==> config.mk <==
export PLATFORM = sky130hd
export DESIGN_NAME = sorted_set_table
export DESIGN_NICKNAME = d
export VERILOG_FILES = /design/src/rtl/sst_pkg.sv /design/src/rtl/sst_ram.sv /design/src/rtl/sst_ctrl.sv /design/src/rtl/sst_dp.sv /design/src/rtl/sorted_set_table.sv
export VERILOG_INCLUDE_DIRS = /design/src /design/src/rtl
export SDC_FILE = /design/constraint.sdc
export NUM_CORES = 2
export LEC_CHECK = 0
export BUFFER_PORTS_ARGS = -buffer_cell sky130_fd_sc_hd__buf_4
export CORE_MARGIN = 2
export CORE_UTILIZATION = 25
export CTS_CLUSTER_SIZE = 30
export DETAILED_ROUTE_END_ITERATION = 8
export GPL_TIMING_DRIVEN = 0
export SYNTH_ARGS = -nofsm -noshare
export SYNTH_HDL_FRONTEND = slang
export SYNTH_SLANG_ARGS = --single-unit
export TNS_END_PERCENT = 10
==> constraint.sdc <==
create_clock -name i_clk -period 7.9 [get_ports i_clk]
set_input_delay 0 -clock i_clk [delete_from_list [all_inputs] [get_ports i_clk]]
set_output_delay 0 -clock i_clk [all_outputs]
set_load 0.005 [all_outputs]
==> src/rtl/sorted_set_table_assert.svh <==
// Assertion macros for the sorted set table RTL, used by sst_dp.
// Expects i_clk and i_rst_n in the scope of every use.
`ifndef SORTED_SET_TABLE_ASSERT_SVH
`define SORTED_SET_TABLE_ASSERT_SVH

// checked only while out of reset
`define SST_ASSERT(name, prop, msg) \
    name: assert property (@(posedge i_clk) disable iff (!i_rst_n) prop) \
        else $error(msg);

// checked on every edge, reset included
`define SST_ASSERT_ALWAYS(name, prop, msg) \
    name: assert property (@(posedge i_clk) prop) else $error(msg);

`endif

==> src/rtl/sst_pkg.sv <==
// Package for the sorted set table: sizes, request codes, control structs.
// No dependencies; used by every module of the block except sst_ram.
`timescale 1ns / 1ps
package sst_pkg;

    localparam int CAPACITY   = 64;
    localparam int VALUE_BITS = 32;
    localparam int IDX_W      = (CAPACITY > 1) ? $clog2(CAPACITY) : 1;
    localparam int CNT_W      = $clog2(CAPACITY + 1);
    localparam int OUT_W      = 16;

    localparam logic [1:0] OP_QUERY  = 2'd0;
    localparam logic [1:0] OP_INSERT = 2'd1;
    localparam logic [1:0] OP_ERASE  = 2'd2;
    localparam logic [1:0] OP_CLEAR  = 2'd3;

    typedef struct packed {
        logic load;
        logic probe_rd;
        logic probe_upd;
        logic decide;
        logic shift;
        logic finish;
        logic push;
    } t_sst_cmd;

    typedef struct packed {
        logic is_clear;
        logic search_done;
        logic go_shift;
        logic shift_busy;
        logic out_free;
    } t_sst_sts;

    function automatic logic [VALUE_BITS-1:0] f_entry(input logic [31:0] v);
        logic [95:0] w;
        w = {64'b0, v};
        return w[VALUE_BITS-1:0];
    endfunction

    function automatic logic [6:0] f_count(input logic [CNT_W-1:0] h);
        logic [CNT_W+6:0] w;
        w = {7'b0, h};
        return w[6:0];
    endfunction

endpackage

==> src/rtl/sst_ram.sv <==
// Generic single-write, single-read RAM with registered read data.
// No dependencies.
`timescale 1ns / 1ps
module sst_ram #(
    parameter int WIDTH = 32,
    parameter int DEPTH = 64
) (
    input  logic                                        i_clk,
    input  logic                                        i_we,
    input  logic [((DEPTH > 1) ? $clog2(DEPTH) : 1)-1:0] i_waddr,
    input  logic [WIDTH-1:0]                            i_wdata,
    input  logic                                        i_re,
    input  logic [((DEPTH > 1) ? $clog2(DEPTH) : 1)-1:0] i_raddr,
    output logic [WIDTH-1:0]                            o_rdata
);
    logic [WIDTH-1:0] r_mem [DEPTH];
    logic [WIDTH-1:0] r_rdata;

    always_ff @(posedge i_clk) begin
        if (i_we) begin
            r_mem[i_waddr] <= i_wdata;
        end
        if (i_re) begin
            r_rdata <= r_mem[i_raddr];
        end
    end

    assign o_rdata = r_rdata;
endmodule

==> src/rtl/sst_ctrl.sv <==
// Controller for the sorted set table: sequences search, shift and reply.
// Depends on sst_pkg.
`timescale 1ns / 1ps
module sst_ctrl (
    input  logic              i_clk,
    input  logic              i_rst_n,
    input  logic              i_in_valid,
    output logic              o_in_ready,
    input  sst_pkg::t_sst_sts i_sts,
    output sst_pkg::t_sst_cmd o_cmd
);
    import sst_pkg::*;

    typedef enum logic [2:0] {
        S_IDLE,
        S_RD,
        S_CMP,
        S_DECIDE,
        S_SHIFT,
        S_FINISH,
        S_RESP
    } t_state;

    t_state r_state;
    logic   r_ready;

    always_ff @(posedge i_clk) begin
        if (!i_rst_n) begin
            r_state <= S_IDLE;
            r_ready <= 1'b1;
        end else begin
            unique case (r_state)
                S_IDLE: begin
                    if (i_in_valid) begin
                        r_state <= S_RD;
                        r_ready <= 1'b0;
                    end
                end
                S_RD: begin
                    if (i_sts.is_clear || i_sts.search_done) begin
                        r_state <= S_DECIDE;
                    end else begin
                        r_state <= S_CMP;
                    end
                end
                S_CMP: begin
                    r_state <= S_RD;
                end
                S_DECIDE: begin
                    r_state <= i_sts.go_shift ? S_SHIFT : S_RESP;
                end
                S_SHIFT: begin
                    if (!i_sts.shift_busy) begin
                        r_state <= S_FINISH;
                    end
                end
                S_FINISH: begin
                    r_state <= S_RESP;
                end
                S_RESP: begin
                    if (i_sts.out_free) begin
                        r_state <= S_IDLE;
                        r_ready <= 1'b1;
                    end
                end
                default: begin
                    r_state <= S_IDLE;
                    r_ready <= 1'b1;
                end
            endcase
        end
    end

    always_comb begin
        o_cmd           = '0;
        o_cmd.load      = (r_state == S_IDLE) && i_in_valid;
        o_cmd.probe_rd  = (r_state == S_RD) && !i_sts.is_clear && !i_sts.search_done;
        o_cmd.probe_upd = (r_state == S_CMP);
        o_cmd.decide    = (r_state == S_DECIDE);
        o_cmd.shift     = (r_state == S_SHIFT);
        o_cmd.finish    = (r_state == S_FINISH);
        o_cmd.push      = (r_state == S_RESP) && i_sts.out_free;
    end

    assign o_in_ready = r_ready;
endmodule

==> src/rtl/sst_dp.sv <==
// Datapath for the sorted set table: entry RAM, search bounds, shift pipe,
// count and result register. Depends on sst_pkg, sst_ram and the assert macros.
`timescale 1ns / 1ps
`include "sorted_set_table_assert.svh"
module sst_dp (
    input  logic                       i_clk,
    input  logic                       i_rst_n,
    input  sst_pkg::t_sst_cmd          i_cmd,
    output sst_pkg::t_sst_sts          o_sts,
    input  logic [1:0]                 i_op,
    input  logic [31:0]                i_value,
    input  logic                       i_out_ready,
    output logic                       o_out_valid,
    output logic [sst_pkg::OUT_W-1:0]  o_out_data
);
    import sst_pkg::*;

    logic [1:0]            r_op;
    logic [VALUE_BITS-1:0] r_value;
    logic [CNT_W-1:0]      r_lo;
    logic [CNT_W-1:0]      r_hi;
    logic [CNT_W-1:0]      r_held;
    logic                  r_eq;
    logic [CNT_W-1:0]      r_rem;
    logic [CNT_W-1:0]      r_rk;
    logic                  r_wv;
    logic [IDX_W-1:0]      r_wa;
    logic                  r_done;
    logic                  r_reject;
    logic                  r_out_valid;
    logic [OUT_W-1:0]      r_out_data;

    logic [CNT_W-1:0]      w_mid;
    logic [CNT_W-1:0]      w_rk_up;
    logic [CNT_W-1:0]      w_rk_dn;
    logic                  w_is_ins;
    logic                  w_full;
    logic                  w_go_ins;
    logic                  w_go_era;
    logic                  w_shift_rd;
    logic                  w_re;
    logic [IDX_W-1:0]      w_raddr;
    logic                  w_we;
    logic [IDX_W-1:0]      w_waddr;
    logic [VALUE_BITS-1:0] w_wdata;
    logic [VALUE_BITS-1:0] w_rdata;

    assign w_mid      = r_lo + ((r_hi - r_lo) >> 1);
    assign w_rk_up    = r_rk + CNT_W'(1);
    assign w_rk_dn    = r_rk - CNT_W'(1);
    assign w_is_ins   = (r_op == OP_INSERT);
    assign w_full     = (r_held >= CNT_W'(CAPACITY));
    assign w_go_ins   = w_is_ins && !r_eq && !w_full;
    assign w_go_era   = (r_op == OP_ERASE) && r_eq;
    assign w_shift_rd = i_cmd.shift && (r_rem != '0);

    assign w_re    = i_cmd.probe_rd || w_shift_rd;
    assign w_raddr = i_cmd.probe_rd ? w_mid[IDX_W-1:0] : r_rk[IDX_W-1:0];
    assign w_we    = r_wv || (i_cmd.finish && w_is_ins);
    assign w_waddr = r_wv ? r_wa : r_lo[IDX_W-1:0];
    assign w_wdata = r_wv ? w_rdata : r_value;

    sst_ram #(
        .WIDTH (VALUE_BITS),
        .DEPTH (CAPACITY)
    ) u_ram (
        .i_clk   (i_clk),
        .i_we    (w_we),
        .i_waddr (w_waddr),
        .i_wdata (w_wdata),
        .i_re    (w_re),
        .i_raddr (w_raddr),
        .o_rdata (w_rdata)
    );

    always_ff @(posedge i_clk) begin
        if (!i_rst_n) begin
            r_held      <= '0;
            r_wv        <= 1'b0;
            r_out_valid <= 1'b0;
        end else begin
            r_wv <= w_shift_rd;
            if (i_cmd.decide && (r_op == OP_CLEAR)) begin
                r_held <= '0;
            end else if (i_cmd.finish) begin
                r_held <= w_is_ins ? r_held + CNT_W'(1) : r_held - CNT_W'(1);
            end
            if (i_cmd.push) begin
                r_out_valid <= 1'b1;
            end else if (i_out_ready) begin
                r_out_valid <= 1'b0;
            end
        end
    end

    always_ff @(posedge i_clk) begin
        if (i_cmd.load) begin
            r_op    <= i_op;
            r_value <= f_entry(i_value);
            r_lo    <= '0;
            r_hi    <= r_held;
            r_eq    <= 1'b0;
        end
        if (i_cmd.probe_upd) begin
            if (w_rdata < r_value) begin
                r_lo <= w_mid + CNT_W'(1);
            end else begin
                r_hi <= w_mid;
                r_eq <= (w_rdata == r_value);
            end
        end
        if (i_cmd.decide) begin
            r_done   <= (r_op == OP_CLEAR) || ((r_op == OP_QUERY) && r_eq)
                        || w_go_ins || w_go_era;
            r_reject <= w_is_ins && !r_eq && w_full;
            if (w_go_ins) begin
                r_rem <= r_held - r_lo;
            end else if (w_go_era) begin
                r_rem <= r_held - r_lo - CNT_W'(1);
            end else begin
                r_rem <= '0;
            end
            r_rk <= w_is_ins ? r_held - CNT_W'(1) : r_lo + CNT_W'(1);
        end
        if (w_shift_rd) begin
            r_rem <= r_rem - CNT_W'(1);
            r_rk  <= w_is_ins ? w_rk_dn : w_rk_up;
            r_wa  <= w_is_ins ? w_rk_up[IDX_W-1:0] : w_rk_dn[IDX_W-1:0];
        end
        if (i_cmd.push) begin
            r_out_data <= {{(OUT_W - 9){1'b0}}, f_count(r_held), r_reject, r_done};
        end
    end

    always_comb begin
        o_sts             = '0;
        o_sts.is_clear    = (r_op == OP_CLEAR);
        o_sts.search_done = !(r_lo < r_hi);
        o_sts.go_shift    = w_go_ins || w_go_era;
        o_sts.shift_busy  = (r_rem != '0) || r_wv;
        o_sts.out_free    = !r_out_valid || i_out_ready;
    end

    assign o_out_valid = r_out_valid;
    assign o_out_data  = r_out_data;

    `SST_ASSERT_ALWAYS(a_held_cap, (!i_rst_n) || (r_held <= CNT_W'(CAPACITY)), "held count over capacity")
    `SST_ASSERT(a_bounds, i_cmd.probe_rd |-> (r_lo < r_hi) && (r_hi <= r_held), "search bounds broken")
    `SST_ASSERT(a_ins_room, (i_cmd.finish && w_is_ins) |-> !w_full, "insert into full store")
    `SST_ASSERT(a_no_wr_search, (i_cmd.probe_rd || i_cmd.probe_upd) |-> !w_we, "write during search")
endmodule

==> src/rtl/sorted_set_table.sv <==
// Top level of the sorted set table: stream ports, controller and datapath.
// Depends on sst_pkg, sst_ctrl, sst_dp.
//
// channel  | dir | tdata                         | tuser
// s_axis   | in  | [31:0] value                  | [1:0] op
// m_axis   | out | [0] done_res [1] full_reject  | none
//          |     | [8:2] count, [15:9] zero      |
//
// Each item runs a binary search over the RAM, one probe per step, then replies;
// insert or erase also shifts every entry above the found place by one, through
// the shift loop on the single RAM read port and single RAM write port.
// Reset (synchronous, active low) empties the set; entries need no clearing.
// A stalled result waits in the output register; the next item is taken
// meanwhile and its reply holds until the register frees.
`timescale 1ns / 1ps
module sorted_set_table (
    input  logic        i_clk,
    input  logic        i_rst_n,
    input  logic        s_axis_tvalid,
    output logic        s_axis_tready,
    input  logic [31:0] s_axis_tdata,   // [31:0] value
    input  logic [1:0]  s_axis_tuser,   // [1:0] op
    output logic        m_axis_tvalid,
    input  logic        m_axis_tready,
    output logic [15:0] m_axis_tdata    // [0] done_res, [1] full_reject, [8:2] count
);
    import sst_pkg::*;

    t_sst_cmd w_cmd;
    t_sst_sts w_sts;

    sst_ctrl u_ctrl (
        .i_clk      (i_clk),
        .i_rst_n    (i_rst_n),
        .i_in_valid (s_axis_tvalid),
        .o_in_ready (s_axis_tready),
        .i_sts      (w_sts),
        .o_cmd      (w_cmd)
    );

    sst_dp u_dp (
        .i_clk       (i_clk),
        .i_rst_n     (i_rst_n),
        .i_cmd       (w_cmd),
        .o_sts       (w_sts),
        .i_op        (s_axis_tuser),
        .i_value     (s_axis_tdata),
        .i_out_ready (m_axis_tready),
        .o_out_valid (m_axis_tvalid),
        .o_out_data  (m_axis_tdata)
    );
endmodule

==> results_dict.tcl <==
set metrics [dict create \
    wl_mm 343 \
    yosysWarnings 0 \
    violations "max-capacitance violations, max-slew violations, negative setup slack" \
    die-area_mm2 0.372 \
    grt_pass1_vias 59400 \
    crit_end "u_dp.u_ram.o_rdata[8]$_DFFE_PP_" \
    reg2reg_to "u_dp.u_ram.o_rdata[8]$_DFFE_PP_" \
    synth_edf_count 2144 \
    r2r-start "u_dp.r_lo[2]$_DFF_P_" \
    relSlewSlack_pct -3.37 \
    ys_top_cells_by_area "edfxtp_1 (70%), a211oi_1 (6.9%), mux2i_1 (5.9%)" \
    cp.arrival_ns 8.49 \
    io_pins 56 \
    cp-startpoint "u_dp.r_lo[2]$_DFF_P_" \
    max_freq_mhz 124 \
    grt_start_max_net_pins 63 \
    num_vias 63400 \
    drtAntennaViolNets 0 \
    grt_use_met2_pct 26.1 \
    core.rowCount 222 \
    hold_viol_final 0 \
    drv_slew 26 \
    syn_avg_cell_area_um2 14.6 \
    dp_hpwl_mm 248 \
    cts-buffers-inserted 217 \
    final_area_mm2 0.110 \
    die_height_um 610 \
    routed_via_density 5.37 \
    cts.sinks 2172 \
    post_dp_cell_area_mm2 0.102 \
    worst-path-buf-inv 4 \
    track_usage_pct 17.8 \
    ys_types 69 \
    p_leak_uw 0.0355 \
    worstRegToRegCells 17 \
    cts_max_path_buffers 3 \
    grt_pass1_wl_mm 469 \
    avgRoutedWirePerCell_um 29.1 \
    async_flop_share_pct 0 \
    grt_use_met1_pct 22.9 \
    grt-ovfl-total 0 \
    critical_path_required_ns 8.31 \
    synth_ff_type "edfxtp_1" \
    drive_gt1_share_pct 11.8 \
    grt.busiest_layer "met2" \
    cts_root_buf "clkbuf_16" \
    area_growth_pct 20.1 \
    start_util_pct 25.1 \
    drt_iter0_drc 10100 \
    yosysMostFrequentCell "edfxtp_1" \
    gp_congestion 0.986 \
    firstDrtPassIters 9 \
    finalCritPeriodShare_pct 102 \
    die_w_um 610 \
    cts.clk_slew.worst_paths_ns 0.07 \
    critPathLaunchType "flip-flop" \
    cp_max_fo 10 \
    rsz0062_at_grt "true" \
    port_buffers 48 \
    cts_tree "built" \
    min_path_type "input pin to flip-flop" \
    post-route-util_pct 30.1 \
    worst_pin_slew_ns 1.55 \
    netlist.top_cell.by_area "edfxtp_1" \
    final.setup.worst_slack_ns -0.181 \
    yosysSeqAreaShare_pct 70.8 \
    setup_viol 2 \
    synth_top_area_share_pct 70.2 \
    fin_skew_ns 0.0859 \
    status "complete, but fails checks" \
    antenna_found_initial 28 \
    synth_area_mm2 0.0917 \
    crit_slowest_cell "nor4b_1" \
    crit_cells 17 \
    synth-seq-cells 2172 \
    worstSetupPathType "flip-flop to flip-flop" \
    met3_usage_pct 5.48 \
    htreeDepth 4 \
    maxCapViolCount 7 \
    hold_slack_ns 0.103 \
    clock_latency_ns 0.93 \
    irDropWorstVdd_v 0.000276 \
    powerDensity_mw_per_mm2 359 \
    r2r_slack_ns -0.18 \
    synth_commonest_cells "edfxtp_1 (2144), a211oi_1 (848), mux2i_1 (538)" \
    drc 0 \
    syn_inst 6288 \
    worstPathCellList "clkbuf_1 -> inv_1 -> ha_1 -> and3b_1 -> or2_2 -> xor2_1 -> ha_1 -> and3_1 -> o21a_1 -> o311ai_4 -> nor3_1 -> o21ai_0 -> clkbuf_1 -> buf_2 -> a211oi_1 -> nor4b_1 -> nand4_1" \
    critical-path-max-stage-delay_ns 0.97 \
    setup_tns_ns -0.204 \
    p_total_uw 39600 \
    end_kind "flip-flop" \
    path_delay_family "simple AND/OR/NAND/NOR gates" \
    core_area_mm2 0.365 \
    fin_crit_ns 8.08 \
    nets 6897 \
    post_cts_buffers 0 \
]
-- placed cells by master, fill, tap and decap left out, types with 36 or more instances in the layout --
cell | Yosys | routed
o2111ai_1 | 38 | 38
nand2_1 | 133 | 132
o21ai_0 | 132 | 95
or3_1 | 38 | 38
a211oi_1 | 848 | 848
o21a_1 | 38 | 38
clkbuf_16 | 0 | 218
o22ai_1 | 133 | 133
inv_1 | 286 | 285
ha_1 | 61 | 61
buf_16 | 0 | 38
or4_1 | 44 | 44
nor3_1 | 239 | 239
buf_12 | 0 | 100
nand4_1 | 42 | 42
a211o_1 | 79 | 79
nor4_1 | 237 | 222
clkinv_2 | 0 | 36
clkinv_1 | 0 | 46
clkbuf_1 | 299 | 345
nor2_4 | 0 | 64
buf_2 | 123 | 137
buf_4 | 24 | 76
dlygate4sd3_1 | 0 | 74
buf_1 | 59 | 59
nor2_1 | 332 | 267
mux2i_1 | 538 | 538
edfxtp_1 | 2144 | 2144
a21oi_1 | 90 | 90
-- area by class of cell --
cell class	instances	area (um^2)
inverters	286	1070
repair buffers	282	4290
multi-input cells	3327	24500
clock buffers	266	5640
well taps	4816	6030
plain buffers	509	2190
clock inverters	133	1380
flip-flops and latches	2172	64900
fillers	35900	255000
diodes	14	35.0
-- stage by stage --
step                setup WS, ns  instances
floorplan                   3.16       6294
global placement           -4.53      11200
detailed placement        -0.601      11300
CTS                       0.0237      11800
global route              -0.122      11800
finish                    -0.181      11800
-- metal layers --
metal | wire length [um] | share of wire (%)
met5 | 124 | 0.036
met3 | 46300 | 13
met4 | 23600 | 6.9
met1 | 128000 | 37
met2 | 145000 | 42
-- where the power goes --
group	internal (uW)	switching, uW	total (uW)
registers	13700	171	13800
clock network	5600	4640	10200
logic	4320	11200	15500
total	23600	16000	39600
-- state kept, by name, indices dropped and copies added (netlist names), 7 cells and up --
| register | cells |
|---|---|
| u_dp.u_ram.r_mem | 2048 |
| u_dp.r_value | 32 |
| u_dp.u_ram.o_rdata | 32 |
| u_dp.o_out_data | 9 |
| u_dp.r_held | 7 |
| u_dp.r_hi | 7 |
| u_dp.r_lo | 7 |
| u_dp.r_rem | 7 |
-- worst min-delay path by stage --
stage	start	cells past startpoint	slack [ns]	endpoint
after floorplan	i_rst_n	1	0.06	u_ctrl.o_in_ready$_SDFFE_PN1P_
after global placement	s_axis_tdata[26]	1	0.18	u_dp.r_value[26]$_DFFE_PP_
after detailed placement	s_axis_tdata[10]	1	0.18	u_dp.r_value[10]$_DFFE_PP_
after CTS	i_rst_n	4	0.05	u_dp.r_held[1]$_SDFFE_PP0P_
after global routing	i_rst_n	4	0.17	u_dp.r_held[5]$_SDFFE_PP0P_
final	i_rst_n	4	0.10	u_dp.r_held[3]$_SDFFE_PP0P_
-- worst register-to-register path, cell delays in order (launching register included) --
cell and delay, ns:
dfxtp_1 0.34, clkbuf_1 0.30, inv_1 0.23, ha_1 0.39, and3b_1 0.25, or2_2 0.33, xor2_1 0.21, ha_1 0.34
and3_1 0.25, o21a_1 0.26, o311ai_4 0.52, nor3_1 0.25, o21ai_0 0.60, clkbuf_1 0.96, buf_2 0.53, a211oi_1 0.09
nor4b_1 0.97, nand4_1 0.78
-- timing repair --
item / 4_1_cts / 5_1_grt
hold buffers: 74 / 0
hold endpoints to repair: 63 / 0
pin swaps: 0 / 0
gates resized for setup: 13 / 9
setup endpoints to repair: 17 / 11
-- kinds of logic (layout without fill, tap and decap cells) --
group / count (synthesis) / in the layout / share of synthesized area [%]
compound gates: 1483 / 1483 / 11.6
xor+xnor: 50 / 50 / 0.478
fa+ha+maj: 64 / 64 / 0.898
buf+inv: 795 / 1476 / 3.55
flops: 2172 / 2172 / 70.8
mux: 547 / 547 / 6.02
other cells: 1 / 21 / 0.00409
simple gates: 1176 / 1176 / 6.59
(Power assumes the default switching activity.)
